## src/rtl/uer_pkg.sv

```systemverilog
// Shared types and constants for the ultrasonic echo ranger.
package uer_pkg;

  localparam int unsigned CounterBits  = 16;
  localparam int unsigned OverflowBits = 6;
  localparam int unsigned ScaleBits    = 10;
  localparam int unsigned TrigBits     = 16;
  localparam int unsigned DistBits     = 23;
  localparam int unsigned TotalBits    = OverflowBits + CounterBits;
  localparam int unsigned ProdBits     = TotalBits + ScaleBits;

  // total*scale/1000 = ((total*scale) >> 3) / 125, the /125 as a reciprocal multiply
  localparam int unsigned DivInBits   = ProdBits - 3;
  localparam int unsigned RecipBits   = 30;
  localparam int unsigned RecipShift  = 36;
  localparam logic [RecipBits-1:0] RecipM = 30'd549755814;
  localparam int unsigned RecipProdBits = DivInBits + RecipBits;

  localparam logic [ScaleBits-1:0] ScaleReset = 10'd170;
  localparam logic [TrigBits-1:0]  TrigReset  = 16'd15;

  localparam int unsigned InDataBits  = 8;
  localparam int unsigned OutDataBits = 32;

  typedef enum logic [0:0] {
    CFG_SCALE = 1'b0,
    CFG_TRIG  = 1'b1
  } cfg_idx_e;

  typedef enum logic [2:0] {
    CAP_WAIT = 3'b001,
    CAP_HIGH = 3'b010,
    CAP_DONE = 3'b100
  } cap_phase_e;

  typedef enum logic [2:0] {
    TRG_IDLE = 3'b001,
    TRG_LEAD = 3'b010,
    TRG_HIGH = 3'b100
  } trg_phase_e;

  typedef struct packed {
    logic trigger_level;
    logic distance_valid;
    logic capture_done;
    logic timed_out;
  } res_t;

endpackage

```

## src/rtl/ultrasonic_echo_ranger.sv

```systemverilog
// Top level of the ultrasonic echo ranger: config registers, capture core, distance pipeline.
//
// One input transaction per timer tick on s_axis: tdata[0] is the sampled echo level,
// tdata[1] a measure request. Each tick yields exactly one output transaction on
// m_axis carrying the trigger pin level, the latched distance and the capture flags.
// Capture state steps in the cycle a tick is accepted; the distance
// (overflows*65536 + count)*scale/1000 is finished by a three-register pipeline
// (scale multiply, reciprocal multiply for /1000). One tick per cycle is sustained
// while m_axis_tready is high; the two multipliers set the depth.
// A stalled m_axis holds its data; stages fill behind it and s_axis_tready drops
// only once all three stages are occupied.
// Config writes (cfg_we_i, cfg_idx_i, cfg_wdata_i) take effect at once and are
// expected only while the block is idle: index 0 scale_numerator, 1 trigger_ticks.
// Reset (rst_ni low, asynchronous) clears capture and trigger state, the held
// distance, and empties the pipeline; the registers return to 170 and 15.
module ultrasonic_echo_ranger (
  input  logic                            clk_i,
  input  logic                            rst_ni,
  input  logic                            s_axis_tvalid,
  output logic                            s_axis_tready,
  // [0] echo_level, [1] start_request, [7:2] zero
  input  logic [uer_pkg::InDataBits-1:0]  s_axis_tdata,
  output logic                            m_axis_tvalid,
  input  logic                            m_axis_tready,
  // [0] trigger_level, [23:1] distance, [24] distance_valid, [25] capture_done,
  // [26] timed_out, [31:27] zero
  output logic [uer_pkg::OutDataBits-1:0] m_axis_tdata,
  input  logic                            cfg_we_i,
  input  logic [0:0]                      cfg_idx_i,
  input  logic [uer_pkg::TrigBits-1:0]    cfg_wdata_i
);
  import uer_pkg::*;

  logic [ScaleBits-1:0] scale_q;
  logic [TrigBits-1:0]  trig_q;

  logic                 accept;
  res_t                 res;
  logic [TotalBits-1:0] total;

  logic                     v1_q, v2_q, v3_q;
  res_t                     r1_q, r2_q, r3_q;
  logic [TotalBits-1:0]     tot1_q;
  logic [ScaleBits-1:0]     scl1_q;
  logic [ProdBits-1:0]      prod2_q;
  logic [RecipProdBits-1:0] prod3_q;
  logic [DistBits-1:0]      dist_q;
  logic [DistBits-1:0]      quot;
  logic [DistBits-1:0]      dist_out;
  logic                     rdy1, rdy2, rdy3;

  always_ff @(posedge clk_i or negedge rst_ni) begin
    if (!rst_ni) begin
      scale_q <= ScaleReset;
      trig_q  <= TrigReset;
    end else if (cfg_we_i) begin
      unique case (cfg_idx_e'(cfg_idx_i))
        CFG_SCALE: scale_q <= cfg_wdata_i[ScaleBits-1:0];
        CFG_TRIG:  trig_q  <= cfg_wdata_i;
        default: ;
      endcase
    end
  end

  assign rdy3   = !v3_q || m_axis_tready;
  assign rdy2   = !v2_q || rdy3;
  assign rdy1   = !v1_q || rdy2;
  assign s_axis_tready = rdy1;
  assign accept = s_axis_tvalid && rdy1;

  uer_capture u_capture (
    .clk_i        (clk_i),
    .rst_ni       (rst_ni),
    .step_i       (accept),
    .echo_i       (s_axis_tdata[0]),
    .req_i        (s_axis_tdata[1]),
    .trig_ticks_i (trig_q),
    .res_o        (res),
    .total_o      (total)
  );

  always_ff @(posedge clk_i or negedge rst_ni) begin
    if (!rst_ni) begin
      v1_q <= 1'b0;
      v2_q <= 1'b0;
      v3_q <= 1'b0;
    end else begin
      if (rdy1) v1_q <= s_axis_tvalid;
      if (rdy2) v2_q <= v1_q;
      if (rdy3) v3_q <= v2_q;
    end
  end

  always_ff @(posedge clk_i) begin
    if (rdy1) begin
      r1_q   <= res;
      tot1_q <= total;
      scl1_q <= scale_q;
    end
    if (rdy2) begin
      r2_q    <= r1_q;
      prod2_q <= ProdBits'(tot1_q) * ProdBits'(scl1_q);
    end
    if (rdy3) begin
      r3_q    <= r2_q;
      prod3_q <= RecipProdBits'(prod2_q[ProdBits-1:3]) * RecipProdBits'(RecipM);
    end
  end

  assign quot     = prod3_q[RecipShift +: DistBits];
  assign dist_out = r3_q.distance_valid ? quot : dist_q;

  // held distance follows each readout as it leaves the pipeline
  always_ff @(posedge clk_i or negedge rst_ni) begin
    if (!rst_ni) begin
      dist_q <= '0;
    end else if (v3_q && m_axis_tready && r3_q.distance_valid) begin
      dist_q <= quot;
    end
  end

  assign m_axis_tvalid = v3_q;
  assign m_axis_tdata  = {5'b0, r3_q.timed_out, r3_q.capture_done,
                          r3_q.distance_valid, dist_out, r3_q.trigger_level};

endmodule

```

## src/rtl/uer_capture.sv

```systemverilog
// Echo pulse capture and trigger sequencer, stepped once per accepted tick.
module uer_capture (
  input  logic                         clk_i,
  input  logic                         rst_ni,
  input  logic                         step_i,
  input  logic                         echo_i,
  input  logic                         req_i,
  input  logic [uer_pkg::TrigBits-1:0] trig_ticks_i,
  output uer_pkg::res_t                res_o,
  output logic [uer_pkg::TotalBits-1:0] total_o
);
  import uer_pkg::*;

  cap_phase_e                cap_q, cap_d;
  logic [OverflowBits-1:0]   ovf_q, ovf_d;
  logic [CounterBits-1:0]    cnt_q, cnt_d;
  logic [CounterBits-1:0]    capt_q, capt_d;
  logic                      prev_q, prev_d;
  trg_phase_e                trg_q, trg_d;
  logic [TrigBits-1:0]       tmr_q, tmr_d;
  logic                      tout_q, tout_d;

  logic                      rising, falling, wrap;
  logic [TrigBits-1:0]       trig_len;
  trg_phase_e                trg_a;
  logic [TrigBits-1:0]       tmr_a, tmr_b;
  logic                      valid;

  assign trig_len = (trig_ticks_i == '0) ? TrigBits'(1) : trig_ticks_i;

  always_comb begin
    cap_d   = cap_q;
    ovf_d   = ovf_q;
    cnt_d   = cnt_q;
    capt_d  = capt_q;
    tout_d  = tout_q;
    prev_d  = echo_i;
    valid   = 1'b0;
    total_o = '0;
    rising  = echo_i & ~prev_q;
    falling = ~echo_i & prev_q;
    wrap    = (cnt_q == '1);

    // edge detection and counting
    if (cap_q != CAP_DONE && rising) begin
      cap_d  = CAP_HIGH;
      ovf_d  = '0;
      capt_d = '0;
      tout_d = 1'b0;
      cnt_d  = '0;
    end else begin
      if (cap_q == CAP_HIGH) begin
        if (falling) begin
          capt_d = cnt_q;
          cap_d  = CAP_DONE;
        end else if (wrap) begin
          if (ovf_q == '1) begin
            capt_d = '1;
            cap_d  = CAP_DONE;
            tout_d = 1'b1;
          end else begin
            ovf_d = ovf_q + OverflowBits'(1);
          end
        end
      end
      cnt_d = cnt_q + CounterBits'(1);
    end

    // start request: trigger launch and readout
    trg_a = trg_q;
    tmr_a = tmr_q;
    if (req_i && trg_q == TRG_IDLE) begin
      trg_a = TRG_LEAD;
      tmr_a = trig_len;
      if (cap_d == CAP_DONE) begin
        total_o = {ovf_d, capt_d};
        valid   = 1'b1;
        cap_d   = CAP_WAIT;
        ovf_d   = '0;
        capt_d  = '0;
      end
    end

    // trigger sequencer; lead phase counts the request tick
    trg_d = TRG_IDLE;
    tmr_d = tmr_a;
    tmr_b = (tmr_a != '0) ? tmr_a - TrigBits'(1) : tmr_a;
    res_o.trigger_level = 1'b0;
    if (trg_a == TRG_LEAD || trg_a == TRG_HIGH) begin
      res_o.trigger_level = (trg_a == TRG_HIGH);
      tmr_d = tmr_b;
      trg_d = trg_a;
      if (tmr_b == '0) begin
        if (trg_a == TRG_LEAD) begin
          trg_d = TRG_HIGH;
          tmr_d = trig_len;
        end else begin
          trg_d = TRG_IDLE;
        end
      end
    end

    res_o.distance_valid = valid;
    res_o.capture_done   = (cap_d == CAP_DONE);
    res_o.timed_out      = tout_d;
  end

  always_ff @(posedge clk_i or negedge rst_ni) begin
    if (!rst_ni) begin
      cap_q  <= CAP_WAIT;
      ovf_q  <= '0;
      cnt_q  <= '0;
      capt_q <= '0;
      prev_q <= 1'b0;
      trg_q  <= TRG_IDLE;
      tmr_q  <= '0;
      tout_q <= 1'b0;
    end else if (step_i) begin
      cap_q  <= cap_d;
      ovf_q  <= ovf_d;
      cnt_q  <= cnt_d;
      capt_q <= capt_d;
      prev_q <= prev_d;
      trg_q  <= trg_d;
      tmr_q  <= tmr_d;
      tout_q <= tout_d;
    end
  end

endmodule

```

## config.mk

```make
export PLATFORM = sky130hd
export DESIGN_NAME = ultrasonic_echo_ranger
export DESIGN_NICKNAME = d
export VERILOG_FILES = /design/src/rtl/uer_pkg.sv /design/src/rtl/ultrasonic_echo_ranger.sv /design/src/rtl/uer_capture.sv
export SDC_FILE = /design/constraint.sdc
export NUM_CORES = 2
export LEC_CHECK = 0
export BUFFER_PORTS_ARGS = -buffer_cell sky130_fd_sc_hd__buf_4
export CAP_MARGIN = 20
export CORE_ASPECT_RATIO = 0.6
export CORE_MARGIN = 5
export CORE_UTILIZATION = 37
export DETAILED_ROUTE_END_ITERATION = 6
export HOLD_SLACK_MARGIN = 0.06
export PLACE_DENSITY = 0.54
export RECOVER_POWER = 100
export SKIP_CTS_REPAIR_TIMING = 1
export SYNTH_ARGS = -nofsm -noshare
export SYNTH_HDL_FRONTEND = slang
export SYNTH_HIERARCHICAL = 1
export SYNTH_SLANG_ARGS = --single-unit
```

## constraint.sdc

```tcl
create_clock -name clk_i -period 7 [get_ports clk_i]
set_input_delay 0.35 -clock clk_i [delete_from_list [all_inputs] [get_ports clk_i]]
set_output_delay 0.35 -clock clk_i [all_outputs]
set_load 0.01 [all_outputs]
```

# Word level (Yosys, flattened, before mapping)
# Cells that the tools add are included.
[op_classes]
add_sub_neg = 3
n_mul = 2
div = 0
order_cmp = 0
eq_ne = 9
shift = 0
mux = 39
bitwise = 5
n_reduce_logical = 18
[ops]
columns = ["op", "n"]
rows = [
  ["16-bit 2-to-1 mux", 14],
  ["29-bit by 29-bit multiplier with 58-bit output, second input constant", 1],
  ["6-bit 2-to-1 mux", 7],
  ["3-bit 2-to-1 mux", 11],
  ["16-bit zero test", 2],
  ["22-bit by 10-bit multiplier with 32-bit output", 1],
  ["23-bit 2-to-1 mux", 1],
  ["16-bit by 1-bit adder with 16-bit output, second input constant", 1],
  ["16-bit == test, second input constant", 1],
  ["16-bit nonzero test", 1],
  ["16-bit by 1-bit subtractor with 16-bit output, second input constant", 1],
  ["3-bit == test, second input constant", 3],
  ["6-bit by 1-bit adder with 6-bit output, second input constant", 1],
  ["3-bit by 2-bit == test with 1-bit output, second input constant", 2],
  ["6-bit == test, second input constant", 1],
  ["1-bit 2-to-1 mux", 6],
  ["2-bit AND reduction", 3],
  ["1-bit logical AND", 5],
  ["1-bit logical OR", 4],
  ["3-bit by 1-bit == test with 1-bit output, second input constant", 1],
  ["1-bit zero test", 3],
  ["3-bit inequality test, second input constant", 1],
  ["1-bit inverter", 3],
  ["1-bit bitwise AND", 2],
]
[totals]
regBits = 248
latchBits = 0
ram_bits = 0
rom_bits = 0
input_bits = 30
output_inout_bits = 34
elab_cells = 106
memories = 0

# Longest topological paths before layout
[depth]
word_depth = 10
mapped_depth = 23
mapped_depth_nobuf = 23

# Modules after synthesis
# Netlist, hierarchy kept.
[modules_own_cells]
columns = ["module", "n_inst", "cells_per_inst", "area_each_um2", "seq_area_each_um2"]
rows = [
  ["ultrasonic_echo_ranger", 1, 2433, 25259.2, 4194.0],
  ["uer_capture", 1, 571, 4618.2, 1554.0],
]

# Least setup slack after synthesis
# OpenSTA, ideal clock, no wires.
[synth_path]
kind = "reg-to-reg"
from = "reg prod2_q[11]"
to = "reg prod3_q[52] (data pin)"
setup_ns = 0.266
arrival_time_ns = 6.264
required_ns = 6.734
path_slack_ns = 0.470
path_stages_with_launch = 24
n_path_buf = 0
synth_period_minus_slack_ns = 6.530
path_cell_list = "edfxtp_1 ha_1 fa_1 fa_1 inv_1 fa_1 inv_1 fa_1 inv_1 fa_1 inv_1 fa_1 inv_1 fa_1 inv_1 ha_1 and4_2 nand3_1 or4_1 a31oi_1 or3b_1 a21oi_2 o31ai_2 xor2_1"
[synth_between]
elab_chain_cells = 1
[synth_rtl]
columns = ["item", "line_no", "rtl"]
rows = [
  ["from (decl)", "ultrasonic_echo_ranger.sv:45", "logic [ProdBits-1:0] prod2_q;"],
  ["from (signal assigned)", "ultrasonic_echo_ranger.sv:102", "prod2_q <= ProdBits'(tot1_q) * ProdBits'(scl1_q);"],
  ["29-bit by 29-bit multiplier with 58-bit output", "ultrasonic_echo_ranger.sv:106", "prod3_q <= RecipProdBits'(prod2_q[ProdBits-1:3]) * RecipProdBits'(RecipM);"],
  ["to (signal assigned)", "ultrasonic_echo_ranger.sv:106", ""],
  ["to (decl)", "ultrasonic_echo_ranger.sv:46", "logic [RecipProdBits-1:0] prod3_q;"],
]
# No other way between the ends.
# A chain may end at the register's enable or synchronous reset.

# Final worst setup path
[layout_path]
from = "reg prod2_q[22]"
to = "reg prod3_q[54] (data pin)"
# Same word-level chain as after synthesis.

==> results.yml <==
place:
  place_ws_ps: -171
  gp_congestion: 0.897
  dp.cells: 4148
  port-buffer-count: 52
  post-dp-hpwl_um: 61900
floorplan:
  die_w_um: 377
  io_pins: 64
  die_area_um2: 86700
  die_y_um: 230
  core-area_um2: 79800
  initial_core_util_pct: 37.5
  num_rows: 80
sta:
  maxSlewViolCount: 199
  hold_viol: 0
  fin_crit_sh_pct: 98.1
  worst_slack_ps: 135
  slew_headroom_pct: -137
  period_minus_slack_ps: 6870
  worst_pin_slew_ps: 3550
  clock.fmax_mhz: 146
  finalSetupViolations: 0
  hold-worst-slack_ps: 288
  grt_setup_unrepaired: "yes"
  skew_ps: 10.8
detailed_routing:
  dr.pass1.iters: 7
  via_count: 20853
  drt.antenna.violating_nets: 0
  wirelength_um: 75400
  first_iter_violations: 1320
  wl_per_cell_um: 17.8
  post_drt_via_cell_ratio: 4.93
  drc_errors: 0
synth:
  synth_top_area_cell: "fa_1"
  yosysMostFrequentCell: "inv_1"
  ys_types: 92
  syn_inst: 3004
  synthFlopType: "dfrtp_1"
  synthesis.area_um2: 29900
  ys_warn_count: 6
  synth_edf_count: 96
  synth_top_cells_by_count: "672 x inv_1, 432 x ha_1, 423 x fa_1"
  avgSynthCellArea_um2: 9.95
  yosysSeqAreaShare_pct: 19.2
  synth.top_cells.by_area: "fa_1 28%, ha_1 18%, edfxtp_1 9.6%"
  ys_ff_latch: 210
  synth_top_area_share_pct: 28.3
  synthArstFlopShare_pct: 54.3
finish:
  fin_nets: 4034
  multi_input_area_um2: 21700
  drive_gt1_share_pct: 12.0
  fillCellCount: 7833
  seqCellArea_um2: 5750
  area_growth_pct: 12.5
  postLayoutCoreUtil_pct: 42.1
  layout.cells.non_filler: 4232
  antenna_cells: 0
worst_setup_path:
  path_cells: "buf_6 -> ha_1 -> fa_1 -> fa_1 -> inv_1 -> fa_1 -> inv_1 -> fa_1 -> fa_1 -> fa_1 -> inv_1 -> fa_1 -> inv_1 -> ha_4 -> nand4_1 -> o211ai_1 -> a21oi_1 -> o41a_1 -> a211oi_2 -> buf_4 -> and3b_2 -> o41ai_4 -> xor2_1"
  critical_path.most_common_cell: "fa_1"
  cp.arrival_ps: 7170
  slowest_stage: "fa_1"
  cp_data_required_time_ps: 7300
  cp_top_family: "adder cells"
  slowest_delay_ps: 590
  cp-end-kind: "register"
  cp-start-kind: "register"
  critical_path.max_fanout: 4
  worst-path-buf-inv: 6
  worst-setup-path-type: "register to register"
worst_hold_path:
  holdCritPathClass: "input pin to register"
global_route:
  grt_pass1_wl_um: 121000
  grt_pass1_vias: 20847
  antenna_found_initial: 1
  gr-total-overflow: 0
  grt_max_degree: 69
  grt_usage_pct: 17.5
clock_network:
  cts_buffer_depth: 3
  clk_pin_slew_ps: 70
  numCtsBuffers: 23
  insertion_delay_ps: 560
  tritoncts: "yes"
  htree_levels: 1
  cts_root_buf: "clkbuf_16"
  cts_sinks: 210
status:
  run_status: "complete, but fails checks"
  failed_checks: "max-capacitance violations, max-slew violations"
flow_run:
  cap_violations: 5
==> logic make-up (layout without fill, tap and decap cells) <==
group | after synthesis | count (layout) | share of synthesized area (%)
and+or+nand+nor | 628 | 628 | 10.5
AOI/OAI and AO/OA | 370 | 370 | 8.16
other | 1 | 5 | 0.0126
muxes | 108 | 108 | 3.95
buffers and inverters | 768 | 926 | 9.82
DFF | 210 | 210 | 19.2
adders and majority gates | 855 | 855 | 46.4
xor gates and xnor gates | 64 | 64 | 1.88
==> state kept, by name, summed over array words and instances, names as in the netlist, 3 cells and up <==
name              flops
scale_q              10
r2_q                  4
scl1_q               10
r1_q                  4
u_capture/capt_q     16
prod2_q              29
u_capture/trg_q       3
tot1_q               22
trig_q               16
dist_q               23
prod3_q              23
u_capture/tmr_q      16
m_axis_tdata          4
u_capture/cap_q       3
u_capture/ovf_q       6
u_capture/cnt_q      16
==> layout make-up <==
class	count	share of cell area, %
Clock buffer	28	1.89
Inverter	673	7.52
Tap cell	1066	3.97
Sequential cell	210	17.1
Timing Repair Buffer	211	4.56
Clock inverter	14	0.361
Multi-Input combinational cell	2030	64.6
==> final timing paths <==
path,start,to,slack (ps),depth (start not counted)
max reg2reg,prod2_q[22],prod3_q[54],130,23
min in group asynchronous,rst_ni,u_capture/capt_q[7],1550,2
min,m_axis_tready,m_axis_tvalid,290,4
max in group asynchronous,rst_ni,dist_q[1],1260,3
min reg2reg,r2_q[3],m_axis_tdata[0],420,0
max,prod2_q[22],prod3_q[54],130,23
==> layer usage <==
layer | track usage (%) | vias up | share of wire [%]
met4 | 2.25 | 0 | 1.2
met2 | 22.3 | 443 | 37
met5 | 0 | - | 0
li1 | - | 10044 | -
met1 | 30.7 | 10310 | 56
met3 | 2.25 | 56 | 5.3
==> worst register-to-register path: stages (launching register included) <==
cell	delay (ps)
edfxtp_1	430
buf_6	160
ha_1	320
fa_1	390
fa_1	490
inv_1	50
fa_1	470
inv_1	50
fa_1	490
fa_1	500
fa_1	490
inv_1	50
fa_1	590
inv_1	110
ha_4	300
nand4_1	130
o211ai_1	150
a21oi_1	110
o41a_1	340
a211oi_2	200
buf_4	210
and3b_2	260
o41ai_4	220
xor2_1	110
==> through the flow <==
step	TNS, ps	area [µm²]
floorplan	0	29900
global placement	-69.0	32100
global route	-70.8	33600
finish	0	33600
detailed placement	-562	32100
CTS	-579	32900
==> placed cells by master, fill, tap and decap left out, types with 25 or more instances in the layout <==
cell type  count
mux2i_1       31
fa_1         406
ha_1         400
a21o_1        42
xnor2_1       37
mux2_2        71
nand2_1      229
nor2_1        73
and2_1        97
buf_4        147
edfxtp_1      96
dfrtp_1      104
a21oi_1      107
clkbuf_16     25
clkbuf_1      38
nand3_1       49
inv_1        661
o21ai_0       74
ha_4          28
xor2_1        27
nor3_1        40
Power is not shown: default switching activity piles up to over one toggle a cycle in this logic, so the estimate is an artifact.
